**src/rtl/dht_pkg.sv**
```systemverilog
// Package for the double-hashing hash table: sizes, codes, request and
// result types, and the sequencer states. No dependencies.
`default_nettype none

package dht_pkg;

    // Table geometry
    localparam int TABLE_SLOTS  = 11;
    localparam int STEP_MODULUS = 7;

    // Field widths
    localparam int KEY_W    = 31;
    localparam int STATUS_W = 2;
    localparam int SLOT_W   = 10;

    // Digit-serial reduction: the key is taken four bits at a time
    localparam int DIGIT_W     = 4;
    localparam int SHIFT_W     = 32;
    localparam int KEY_DIGITS  = SHIFT_W / DIGIT_W;
    localparam int SLOT_IDX_W  = $clog2(TABLE_SLOTS);
    localparam int STEP_REM_W  = $clog2(STEP_MODULUS);
    localparam int STEP_VAL_W  = $clog2(STEP_MODULUS + 1);
    localparam int STEP_DIGITS = (STEP_VAL_W + DIGIT_W - 1) / DIGIT_W;
    localparam int DCNT_W      = $clog2(KEY_DIGITS);
    localparam int CNT_W       = (SLOT_IDX_W > DCNT_W) ? SLOT_IDX_W : DCNT_W;

    // Request selector codes
    localparam logic REQ_INSERT = 1'b0;
    localparam logic REQ_SEARCH = 1'b1;

    typedef enum logic [STATUS_W-1:0] {
        ST_INSERTED  = 2'd0,
        ST_FULL      = 2'd1,
        ST_FOUND     = 2'd2,
        ST_NOT_FOUND = 2'd3
    } t_status;

    typedef struct packed {
        logic             req_type;
        logic [KEY_W-1:0] key;
    } t_req;

    typedef struct packed {
        t_status           status;
        logic [SLOT_W-1:0] slot;
    } t_res;

    // Control of the shared modular reduction unit
    typedef struct packed {
        logic               clear;
        logic               step;
        logic [DIGIT_W-1:0] digit;
    } t_mod_ctrl;

    typedef enum logic [2:0] {
        S_IDLE,
        S_HASH,
        S_SETUP,
        S_STEP,
        S_ISSUE,
        S_PROBE
    } t_state;

endpackage

`default_nettype wire

```
**src/rtl/dht_ram.sv**
```systemverilog
// Generic single-write, single-read RAM with a registered read port.
// No dependencies.
`default_nettype none

module dht_ram #(
    parameter int WIDTH = 8,
    parameter int DEPTH = 16
) (
    input  wire logic                     i_clk,
    input  wire logic                     i_we,
    input  wire logic [$clog2(DEPTH)-1:0] i_waddr,
    input  wire logic [WIDTH-1:0]         i_wdata,
    input  wire logic [$clog2(DEPTH)-1:0] i_raddr,
    output logic      [WIDTH-1:0]         o_rdata
);

    logic [WIDTH-1:0] r_mem [DEPTH];

    always_ff @(posedge i_clk) begin
        if (i_we) begin
            r_mem[i_waddr] <= i_wdata;
        end
        o_rdata <= r_mem[i_raddr];
    end

endmodule

`default_nettype wire

```
**src/rtl/dht_mod_unit.sv**
```systemverilog
// Shared digit-serial reduction unit: folds one four-bit digit per step into
// remainders modulo the slot count and modulo the step modulus. Uses dht_pkg.
`default_nettype none

module dht_mod_unit (
    input  wire logic                            i_clk,
    input  wire dht_pkg::t_mod_ctrl              i_ctrl,
    output logic      [dht_pkg::SLOT_IDX_W-1:0]  o_rem_n,
    output logic      [dht_pkg::STEP_REM_W-1:0]  o_rem_m
);
    import dht_pkg::*;

    localparam int NW = SLOT_IDX_W + DIGIT_W;
    localparam int MW = STEP_REM_W + DIGIT_W;
    localparam logic [NW-1:0] MOD_N = NW'(TABLE_SLOTS);
    localparam logic [MW-1:0] MOD_M = MW'(STEP_MODULUS);

    logic [SLOT_IDX_W-1:0] r_acc_n, n_acc_n;
    logic [STEP_REM_W-1:0] r_acc_m, n_acc_m;
    logic [NW-1:0]         w_vn;
    logic [MW-1:0]         w_vm;

    // acc*16 + digit is below 16 times the modulus, so subtracting 8, 4, 2
    // and 1 times the modulus where possible leaves the remainder.
    always_comb begin
        w_vn = {r_acc_n, i_ctrl.digit};
        w_vm = {r_acc_m, i_ctrl.digit};
        for (int k = DIGIT_W - 1; k >= 0; k--) begin
            if (w_vn >= (MOD_N << k)) begin
                w_vn = w_vn - (MOD_N << k);
            end
            if (w_vm >= (MOD_M << k)) begin
                w_vm = w_vm - (MOD_M << k);
            end
        end
        n_acc_n = r_acc_n;
        n_acc_m = r_acc_m;
        if (i_ctrl.clear) begin
            n_acc_n = '0;
            n_acc_m = '0;
        end else if (i_ctrl.step) begin
            n_acc_n = w_vn[SLOT_IDX_W-1:0];
            n_acc_m = w_vm[STEP_REM_W-1:0];
        end
    end

    always_ff @(posedge i_clk) begin
        r_acc_n <= n_acc_n;
        r_acc_m <= n_acc_m;
    end

    assign o_rem_n = r_acc_n;
    assign o_rem_m = r_acc_m;

endmodule

`default_nettype wire

```
**src/rtl/double_hash_table_top.sv**
```systemverilog
// Channel   | Ports                  | Handshake
// ----------+------------------------+-----------------------------------------
// request   | start, busy, i_req     | taken at an edge with start high, busy low
// result    | o_valid, o_res         | one-cycle strobe, always taken
//
// A request runs from acceptance to the result strobe through these steps: the key's
// eight digits are folded through the shared reduction unit, the step is set up and
// reduced, the first read is issued, then one slot is probed per cycle (1 to
// TABLE_SLOTS probes) through the registered read port of the key RAM. A new request
// is not taken until the last one's result is shown.
// Busy rises at the accepting edge and falls at the edge that registers the
// result; the next request may be taken in the very cycle that the result is shown.
// Reset (synchronous, active low) empties every slot at once through the
// per-slot used flags; the key store itself is not cleared.
// The receiver cannot stall: each result is presented for exactly one cycle.
//
// Depends on dht_pkg, dht_ram and dht_mod_unit.
`default_nettype none

module double_hash_table_top (
    input  wire logic          i_clk,
    input  wire logic          i_rst_n,
    input  wire logic          start,
    output logic               busy,
    input  wire dht_pkg::t_req i_req,
    output logic               o_valid,
    output dht_pkg::t_res      o_res
);
    import dht_pkg::*;

    // Sequencer state and request registers
    t_state                  r_state, n_state;
    logic                    r_req_type, n_req_type;
    logic [KEY_W-1:0]        r_key, n_key;
    logic [SHIFT_W-1:0]      r_shift, n_shift;
    logic [CNT_W-1:0]        r_cnt, n_cnt;
    logic [SLOT_IDX_W-1:0]   r_pos, n_pos;
    logic [TABLE_SLOTS-1:0]  r_used, n_used;
    t_res                    r_res, n_res;
    logic                    r_res_vld, n_res_vld;

    // Datapath wires
    t_mod_ctrl               w_ctrl;
    logic [SLOT_IDX_W-1:0]   w_rem_n;
    logic [STEP_REM_W-1:0]   w_rem_m;
    logic [STEP_VAL_W-1:0]   w_step_val;
    logic [SLOT_IDX_W:0]     w_sum;
    logic [SLOT_IDX_W-1:0]   w_next_pos;
    logic [SLOT_IDX_W-1:0]   w_raddr;
    logic [KEY_W-1:0]        w_rd_key;
    logic                    w_we;
    logic                    w_done;
    logic                    w_used;
    logic                    w_match;
    logic                    w_last;

    dht_mod_unit u_mod (
        .i_clk   (i_clk),
        .i_ctrl  (w_ctrl),
        .o_rem_n (w_rem_n),
        .o_rem_m (w_rem_m)
    );

    dht_ram #(
        .WIDTH (KEY_W),
        .DEPTH (TABLE_SLOTS)
    ) u_key_ram (
        .i_clk   (i_clk),
        .i_we    (w_we),
        .i_waddr (r_pos),
        .i_wdata (r_key),
        .i_raddr (w_raddr),
        .o_rdata (w_rd_key)
    );

    // Once the second reduction has run, the unit holds the probe step
    // (modulo the slot count) in its slot-count lane until the sequencer returns to idle.
    assign w_step_val = STEP_VAL_W'(STEP_MODULUS) - STEP_VAL_W'(w_rem_m);
    assign w_sum      = {1'b0, r_pos} + {1'b0, w_rem_n};
    assign w_next_pos = (w_sum >= (SLOT_IDX_W + 1)'(TABLE_SLOTS))
                      ? SLOT_IDX_W'(w_sum - (SLOT_IDX_W + 1)'(TABLE_SLOTS))
                      : w_sum[SLOT_IDX_W-1:0];

    assign w_used  = r_used[r_pos];
    assign w_match = (w_rd_key == r_key);
    assign w_last  = (r_cnt == CNT_W'(TABLE_SLOTS - 1));

    // Next state
    always_comb begin
        n_state = r_state;
        unique case (r_state)
            S_IDLE: begin
                if (start) begin
                    n_state = S_HASH;
                end
            end
            S_HASH: begin
                if (r_cnt == CNT_W'(KEY_DIGITS - 1)) begin
                    n_state = S_SETUP;
                end
            end
            S_SETUP: begin
                n_state = S_STEP;
            end
            S_STEP: begin
                if (r_cnt == CNT_W'(STEP_DIGITS - 1)) begin
                    n_state = S_ISSUE;
                end
            end
            S_ISSUE: begin
                n_state = S_PROBE;
            end
            S_PROBE: begin
                if (w_done) begin
                    n_state = S_IDLE;
                end
            end
            default: begin
                n_state = S_IDLE;
            end
        endcase
    end

    // Outputs and datapath updates
    always_comb begin
        n_req_type = r_req_type;
        n_key      = r_key;
        n_shift    = r_shift;
        n_cnt      = r_cnt;
        n_pos      = r_pos;
        n_used     = r_used;
        n_res      = r_res;
        n_res_vld  = 1'b0;
        w_ctrl     = '0;
        w_raddr    = r_pos;
        w_we       = 1'b0;
        w_done     = 1'b0;
        unique case (r_state)
            S_IDLE: begin
                w_ctrl.clear = 1'b1;
                if (start) begin
                    n_req_type = i_req.req_type;
                    n_key      = i_req.key;
                    n_shift    = SHIFT_W'(i_req.key);
                    n_cnt      = '0;
                end
            end
            S_HASH, S_STEP: begin
                w_ctrl.step  = 1'b1;
                w_ctrl.digit = r_shift[SHIFT_W-1 -: DIGIT_W];
                n_shift      = r_shift << DIGIT_W;
                n_cnt        = r_cnt + CNT_W'(1);
            end
            S_SETUP: begin
                // Home slot is ready; start reducing the step value.
                n_pos        = w_rem_n;
                n_shift      = SHIFT_W'(w_step_val) << (SHIFT_W - STEP_DIGITS * DIGIT_W);
                n_cnt        = '0;
                w_ctrl.clear = 1'b1;
            end
            S_ISSUE: begin
                n_cnt = '0;
            end
            S_PROBE: begin
                w_raddr = w_next_pos;
                n_pos   = w_next_pos;
                n_cnt   = r_cnt + CNT_W'(1);
                if (r_req_type == REQ_INSERT) begin
                    priority if (!w_used) begin
                        w_we          = 1'b1;
                        n_used[r_pos] = 1'b1;
                        w_done        = 1'b1;
                        n_res.status  = ST_INSERTED;
                        n_res.slot    = SLOT_W'(r_pos);
                    end else if (w_last) begin
                        w_done       = 1'b1;
                        n_res.status = ST_FULL;
                        n_res.slot   = '0;
                    end
                end else begin
                    priority if (!w_used) begin
                        w_done       = 1'b1;
                        n_res.status = ST_NOT_FOUND;
                        n_res.slot   = '0;
                    end else if (w_match) begin
                        w_done       = 1'b1;
                        n_res.status = ST_FOUND;
                        n_res.slot   = SLOT_W'(r_pos);
                    end else if (w_last) begin
                        w_done       = 1'b1;
                        n_res.status = ST_NOT_FOUND;
                        n_res.slot   = '0;
                    end
                end
                n_res_vld = w_done;
            end
            default: begin
                w_ctrl = '0;
            end
        endcase
    end

    always_ff @(posedge i_clk) begin
        if (!i_rst_n) begin
            r_state   <= S_IDLE;
            r_used    <= '0;
            r_res_vld <= 1'b0;
        end else begin
            r_state   <= n_state;
            r_used    <= n_used;
            r_res_vld <= n_res_vld;
        end
        r_req_type <= n_req_type;
        r_key      <= n_key;
        r_shift    <= n_shift;
        r_cnt      <= n_cnt;
        r_pos      <= n_pos;
        r_res      <= n_res;
    end

    assign busy    = (r_state != S_IDLE);
    assign o_valid = r_res_vld;
    assign o_res   = r_res;

`ifndef SYNTH
    // A result is only ever produced by a request that was in progress.
    a_result_after_busy: assert property (@(posedge i_clk) disable iff (!i_rst_n)
        o_valid |-> $past(busy))
        else $error("result strobe without a request in progress");

    // An accepted request makes the block busy on the next cycle.
    a_accept_busy: assert property (@(posedge i_clk) disable iff (!i_rst_n)
        (start && !busy) |=> busy)
        else $error("accepted request did not start the sequencer");

    // Slots are never freed outside reset.
    a_used_monotonic: assert property (@(posedge i_clk) disable iff (!i_rst_n)
        1'b1 |=> ((r_used & $past(r_used)) == $past(r_used)))
        else $error("occupied slot became empty");

    // Only an insert request may report a key as inserted.
    a_inserted_is_insert: assert property (@(posedge i_clk) disable iff (!i_rst_n)
        (o_valid && (o_res.status == ST_INSERTED)) |-> (r_req_type == REQ_INSERT))
        else $error("inserted status on a search request");
`endif

endmodule

`default_nettype wire
```
**config.mk**
```make
export PLATFORM = sky130hd
export DESIGN_NAME = double_hash_table_top
export DESIGN_NICKNAME = d
export VERILOG_FILES = /design/src/rtl/dht_pkg.sv /design/src/rtl/dht_ram.sv /design/src/rtl/dht_mod_unit.sv /design/src/rtl/double_hash_table_top.sv
export SDC_FILE = /design/constraint.sdc
export NUM_CORES = 1
export LEC_CHECK = 0
export BUFFER_PORTS_ARGS = -buffer_cell sky130_fd_sc_hd__buf_2
export CAP_MARGIN = 20
export CORE_ASPECT_RATIO = 0.7
export CORE_MARGIN = 4
export CORE_UTILIZATION = 55
export CTS_CLUSTER_DIAMETER = 200
export DETAILED_ROUTE_END_ITERATION = 12
export PLACE_DENSITY = 0.73
export SLEW_MARGIN = 20
export SYNTH_ARGS = -nofsm -noshare
export SYNTH_HDL_FRONTEND = slang
export SYNTH_SLANG_ARGS = --single-unit
```
**constraint.sdc**
```tcl
create_clock -name i_clk -period 5.2 [get_ports i_clk]
set_clock_uncertainty 0.1 [all_clocks]
set_input_delay 1.04 -clock i_clk [delete_from_list [all_inputs] [get_ports i_clk]]
set_output_delay 1.04 -clock i_clk [all_outputs]
set_load 0.005 [all_outputs]
```
==> flow_metrics.env, run 1 <==
export IMPL_wl_um=46400
export IMPL_io_buffers=42
export IMPL_cts_htree_levels=2
export IMPL_drc_errors=0
export IMPL_dpl_instance_area_um2=20400
export IMPL_cts_resized=0
export IMPL_max_stage_delay_ps=560
export IMPL_path_class="reg -> reg"
export IMPL_synth_area_top_cells="edfxtp_1, dfxtp_1, nand2_1"
export IMPL_cp_required_ps=5530
export IMPL_power_density_nw_per_um2=382
export IMPL_fill_cells=2552
export IMPL_yosysWarnings=0
export IMPL_synthFlopType="edfxtp_1"
export IMPL_maxSlewViolCount=0
export IMPL_synthTopCellsByCount="edfxtp_1, nand2_1, clkbuf_1"
export IMPL_ys_seq_area_share_pct=69.8
export IMPL_pin_count=49
export IMPL_grt_usage_pct=23.5
export IMPL_n_antenna_cell=0
export IMPL_dp_cells=1919
export IMPL_hold_viol=0
export IMPL_min_period_ps=4770
export IMPL_ir_drop_mv=0.308
export IMPL_rows=57
export IMPL_postRouteAntennaNets=0
export IMPL_die_h_um=166
export IMPL_finalNonFillerCells=1998
export IMPL_cts_buffers=43
export IMPL_synth_top_cell_area_share_pct=64.4
export IMPL_synth_cell_types=82
export IMPL_root_buffer="clkbuf_16"
export IMPL_die_area_um2=38700
export IMPL_area_growth_pct=11.4
export IMPL_synth_top_area_cell="edfxtp_1"
export IMPL_grt_pass1_wl_um=69600
export IMPL_first_pass_iters=5
export IMPL_setup_viol=0
export IMPL_r2r_start="r_shift[31]$_DFFE_PP_"
export IMPL_clk_latency_ps=560
export IMPL_cp_max_fo=10
export IMPL_dp_final_hpwl_um=26200
export IMPL_cts_setup_buffers=0
export IMPL_drt_iter0_drc=1583
export IMPL_path_clk_slew_ps=70
export IMPL_max_clock_freq_mhz=209
export IMPL_synth_cells=1463
export IMPL_rr_endpoint="u_mod.o_rem_m[1]$_SDFFE_PP0N_"
export IMPL_multi_input_area_um2=5560
export IMPL_leakage_nw=7.82
export IMPL_fin_ws_ps=425
export IMPL_cp_slowest_cell="edfxtp_1"
export IMPL_antenna_found_initial=1
export IMPL_worst_slew_pin_slew_ps=1050
export IMPL_synth_edf_count=419
export IMPL_viasPerCell=6.14
export IMPL_grt_pass1_vias=11600
export IMPL_crit_path_cell_trace="nand3b_4, a211oi_1, a21o_1, ha_1, inv_1, a2111oi_0, or2_1, xor2_1, ha_1, nand2_1, mux2i_1, nor2_1, xnor2_1, ha_1, a21bo_2, and3_1, a311o_1"
export IMPL_rr_worst_depth=17
export IMPL_worst_setup_path_end_kind="flip-flop"
export IMPL_initial_core_util_pct=56.1
export IMPL_grt_overflow=0
export IMPL_numClockSinks=472
export IMPL_die_w_um=233
export IMPL_regArea_um2=13600
export IMPL_hold_path_class="reg -> reg"
export IMPL_finalInstanceArea_um2=21800
export IMPL_clk_path_buf_depth=3
export IMPL_syn_area_um2=19600
export IMPL_yosysMostFrequentCell="edfxtp_1"
export IMPL_endpoint="u_mod.o_rem_m[1]$_SDFFE_PP0N_"
export IMPL_cap_violations=0
export IMPL_avgSynthCellArea_um2=13.4
export IMPL_cts_hold_buffers=0
export IMPL_status="finished, final reports clean"
export IMPL_slew_limit_headroom_pct=30.0
export IMPL_dp_slack_ps=560
export IMPL_ys_seq_elements=472
export IMPL_drive_above_1_share_pct=11.7
export IMPL_crit_path_frequent_cell="ha_1"
export IMPL_critPathArrivalTime_ps=5110
export IMPL_r2r_slack_ps=430
export IMPL_core_um2=34900
export IMPL_place_congestion=0.886
export IMPL_finalCritPeriodShare_pct=91.8
export IMPL_cp_start_kind="flip-flop"
export IMPL_cts_tree="done"
export IMPL_ys_async_sr_fraction_pct=0
export IMPL_power_total_mw=8.32
export IMPL_setup_tns_ps=0
export IMPL_crit_start="r_shift[31]$_DFFE_PP_"
export IMPL_wl_per_cell_um=23.2
export IMPL_vias=12300
export IMPL_final_nets=1542
export IMPL_grt_max_degree=101
export IMPL_grt_setup_unrepaired="no"
-- cell type report --
class                      instances  area share, %
clock buffer                      54           5.27
clock inverter                    25           1.07
inverter                          16          0.276
multi-input combinational        881           25.5
sequential                       472           62.6
tap                              472           2.71
timing repair buffer              78           2.55
-- power by group --
part / switching, mW / leakage (nW) / total, mW / internal (mW)
combinational: 0.514 / 2.88 / 0.846 / 0.332
clock: 1.35 / 0.682 / 3.12 / 1.77
sequential: 0.120 / 4.26 / 4.35 / 4.23
-- cells by family after synthesis --
family | Yosys count | share of synthesized area (%)
AO/OA/AOI/OAI | 294 | 10.8
XOR/XNOR | 42 | 1.88
other | 1 | 0.0192
multiplexers | 45 | 2.47
buffers and inverters | 115 | 2.52
adder cells (fa/ha/maj) | 16 | 1.05
flip-flops | 472 | 69.8
AND/OR/NAND/NOR | 478 | 11.5
-- worst max-delay path: cells and delay by family, from the launching register on --
kind,cells,cell delay [ps]
DFF,1,560
muxes,1,310
adders and majority gates,3,680
xor gates and xnor gates,2,470
and+or+nand+nor,5,900
buffers and inverters,1,100
AOI/OAI and AO/OA,5,1530
-- cells in the final DEF (no fill, tap or decap), types with 4 or more instances in the layout --
cell type	n
edfxtp_1	419
nand2_1	282
and3_1	70
a31oi_1	69
o21ai_0	54
dfxtp_1	53
clkbuf_16	44
buf_2	42
mux2i_1	39
xnor2_1	37
a211oi_1	34
a211o_1	33
buf_4	30
a22o_1	26
nor2_1	22
a21oi_1	17
inv_1	16
nand3_1	14
ha_1	14
nand4_1	12
and2_1	11
o21a_1	11
clkbuf_1	9
clkinv_2	9
clkinv_1	9
a21o_1	8
nand2b_1	7
nor3_1	7
nor2_4	7
nor3_2	6
conb_1	6
buf_12	6
nor2b_1	5
xor2_1	5
nand3b_1	4
or3_1	4
bufinv_16	4
-- through the flow --
stage                     hold slack, ps  utilization, %
final                                367            62.5
after global routing                 381            62.5
after CTS                            368            62.5
after detailed placement             353            58.5
after global placement               344            58.5
after floorplan                      335               -
-- registers in the layout (all words and copies together), names as in the netlist --
signal	count
r_cnt	4
u_mod.o_rem_n	4
o_res	6
r_key	31
r_req_type	1
r_used	11
o_valid	1
u_mod.o_rem_m	3
r_pos	4
u_key_ram.o_rdata	31
r_shift	32
r_state	3
u_key_ram.r_mem	341
-- worst min-delay path by stage --
stage	startpoint	end	slack (ps)	cells past startpoint
6_report	r_used[5]$_SDFFE_PN0P_	r_used[5]$_SDFFE_PN0P_	370	1
5_1_grt	r_used[2]$_SDFFE_PN0P_	r_used[2]$_SDFFE_PN0P_	380	1
4_1_cts	r_used[5]$_SDFFE_PN0P_	r_used[5]$_SDFFE_PN0P_	370	1
3_5_place_dp	r_used[5]$_SDFFE_PN0P_	r_used[5]$_SDFFE_PN0P_	350	1
3_3_place_gp	r_used[0]$_SDFFE_PN0P_	r_used[0]$_SDFFE_PN0P_	340	1
2_1_floorplan	r_used[2]$_SDFFE_PN0P_	r_used[2]$_SDFFE_PN0P_	340	1
-- metal layers --
| layer | GRT usage [%] | routed length, um | part of all wire, % |
|---|---|---|---|
| met1 | 36.4 | 20400 | 44 |
| met4 | 5.87 | 892 | 1.9 |
| met5 | 0 | 0 | 0 |
| met2 | 35.3 | 21400 | 46 |
| met3 | 3.74 | 3730 | 8.0 |
No activity file was read; power rests on OpenSTA's default activity.
==> run 2: changes to the inputs <==
==> constraint.sdc (replaced) <==
create_clock -name i_clk -period 5 [get_ports i_clk]
set_clock_uncertainty 0.1 [all_clocks]
set_input_delay 1 -clock i_clk [delete_from_list [all_inputs] [get_ports i_clk]]
set_output_delay 1 -clock i_clk [all_outputs]
set_load 0.05 [all_outputs]
==> flow_metrics.env, run 2 (synthesized netlist as in run 1, its figures left out) <==
export IMPL_cap_violations=0
export IMPL_finalCritPeriodShare_pct=93.0
export IMPL_drt_iter0_drc=1505
export IMPL_max_clock_freq_mhz=215
export IMPL_die_w_um=233
export IMPL_slew_limit_headroom_pct=34.9
export IMPL_path_clk_slew_ps=70
export IMPL_utilization_pct=62.8
export IMPL_rr_endpoint="u_mod.o_rem_n[3]$_SDFFE_PP0N_"
export IMPL_setup_tns_ps=0
export IMPL_regArea_um2=13600
export IMPL_path_class="reg -> reg"
export IMPL_hold_path_class="reg -> reg"
export IMPL_antenna_found_initial=3
export IMPL_power_density_nw_per_um2=400
export IMPL_status="finished, final reports clean"
export IMPL_r2r_slack_ps=350
export IMPL_hold_end="r_used[10]$_SDFFE_PN0P_"
export IMPL_dp_final_hpwl_um=26400
export IMPL_cts_buffers=43
export IMPL_cp_required_ps=5390
export IMPL_hp_start="r_used[10]$_SDFFE_PN0P_"
export IMPL_cts_htree_levels=2
export IMPL_rr_worst_depth=17
export IMPL_cts_setup_buffers=0
export IMPL_place_congestion=0.866
export IMPL_grt_pass1_vias=11700
export IMPL_crit_path_cell_trace="nand3b_4, a211o_1, nand2_1, ha_2, nand2_1, o2111ai_2, o311ai_4, xnor2_1, ha_1, and4_1, o21ai_0, and2_1, ha_1, nor4_2, a221oi_1, or4_1, nand3_1"
export IMPL_worst_setup_path_end_kind="flip-flop"
export IMPL_vias=12200
export IMPL_final_common_cell="edfxtp_1"
export IMPL_dp_cells=1921
export IMPL_cts_tree="done"
export IMPL_r2r_start="r_shift[31]$_DFFE_PP_"
export IMPL_cp_slowest_cell="edfxtp_1"
export IMPL_final_cell_mix="edfxtp_1, nand2_1, and3_1, a31oi_1, o21ai_0"
export IMPL_hold_depth=1
export IMPL_postRouteAntennaNets=0
export IMPL_critPathArrivalTime_ps=5040
export IMPL_area_growth_pct=12.0
export IMPL_drc_errors=0
export IMPL_worst_slew_pin_slew_ps=974
export IMPL_min_period_ps=4650
export IMPL_wl_um=46100
export IMPL_grt_usage_pct=23.6
export IMPL_power_total_mw=8.75
export IMPL_cp_start_kind="flip-flop"
export IMPL_hold_viol=0
export IMPL_grt_setup_unrepaired="no"
export IMPL_io_buffers=42
export IMPL_cp_max_fo=13
export IMPL_die_area_um2=38700
export IMPL_max_stage_delay_ps=580
export IMPL_leakage_nw=7.86
export IMPL_grt_overflow=0
export IMPL_setup_viol=0
export IMPL_clk_latency_ps=560
export IMPL_first_pass_iters=5
export IMPL_largest_reg_flops=341
export IMPL_initial_core_util_pct=56.1
export IMPL_cts_hold_buffers=0
export IMPL_fill_cells=2541
export IMPL_viasPerCell=6.12
export IMPL_clk_path_buf_depth=3
export IMPL_rows=57
export IMPL_regMostFlops="u_key_ram.r_mem"
export IMPL_drive_above_1_share_pct=12.6
export IMPL_die_h_um=166
export IMPL_wl_per_cell_um=23.0
export IMPL_numClockSinks=472
export IMPL_grt_pass1_wl_um=69900
export IMPL_root_buffer="clkbuf_16"
export IMPL_final_nets=1544
export IMPL_reg_largest_list="u_key_ram.r_mem x341, r_shift x32"
export IMPL_hold_slack_ps=369
export IMPL_maxSlewViolCount=0
export IMPL_finalNonFillerCells=2000
export IMPL_grt_max_degree=97
export IMPL_core_um2=34900
export IMPL_multi_input_area_um2=5560
export IMPL_n_antenna_cell=0
export IMPL_pin_count=49
export IMPL_ir_drop_mv=0.299
## run 2: changes by cell type in the layout (fill, tap and decap cells not counted), moves of 2 or more
cell / delta
buf_12: +3
clkinvlp_4: +4
clkbuf_1: -2
clkinv_1: -9
clkbuf_8: +5
## run 2: timing repair
action	in CTS	in global routing
gates resized for setup	0	3
hold endpoints to repair	0	0
endpoints found under the setup margin	0	6
## run 2: worst max path at each step
stage	start	to	slack (ps)	depth (start not counted)
after floorplan	r_pos[0]$_DFFE_PP_	u_key_ram.r_mem[0][0]$_DFFE_PP_	240	7
after global placement	r_shift[31]$_DFFE_PP_	u_mod.o_rem_n[2]$_SDFFE_PP0N_	530	16
after detailed placement	r_shift[31]$_DFFE_PP_	u_mod.o_rem_n[3]$_SDFFE_PP0N_	380	17
after CTS	r_shift[31]$_DFFE_PP_	u_mod.o_rem_n[2]$_SDFFE_PP0N_	340	16
after global routing	r_shift[31]$_DFFE_PP_	u_mod.o_rem_m[1]$_SDFFE_PP0N_	20	17
final	r_shift[31]$_DFFE_PP_	u_mod.o_rem_n[3]$_SDFFE_PP0N_	350	17
## run 2: layer usage
metal	GRT usage, %	up-vias	wire (um)
met5	0	-	17
met4	5.22	4	760
met3	4.34	71	3920
met2	36.6	572	21400
met1	35.2	6014	20000
li1	-	5578	-
## run 2: cell type report
cell class,count,area share (%)
clock buffers,57,5.52
clock inverters,22,1.02
inverters,16,0.274
multi-input cells,881,25.4
flip-flops and latches,472,62.3
well taps,472,2.70
repair buffers,80,2.78
## run 2: stage by stage
stage / setup slack [ps] / instance area (um2)
floorplan: 244 / 19600
CTS: 339 / 21900
global placement: 533 / 20500
detailed placement: 378 / 20500
global route: 22.0 / 21900
finish: 349 / 21900
## run 2: power breakdown
| part | internal, mW | leakage (nW) | total [mW] | switching, mW |
|---|---|---|---|---|
| combinational | 0.351 | 2.89 | 0.896 | 0.545 |
| clock | 1.88 | 0.702 | 3.33 | 1.45 |
| sequential | 4.40 | 4.26 | 4.52 | 0.122 |
| total | 6.63 | 7.86 | 8.75 | 2.12 |
## run 2: critical path: cells and delay by family (launching register included)
| family | cells | cell delay, ps |
|---|---|---|
| and+or+nand+nor | 8 | 1730 |
| xor gates and xnor gates | 1 | 350 |
| adders and majority gates | 3 | 890 |
| DFF | 1 | 580 |
| AOI/OAI and AO/OA | 5 | 950 |
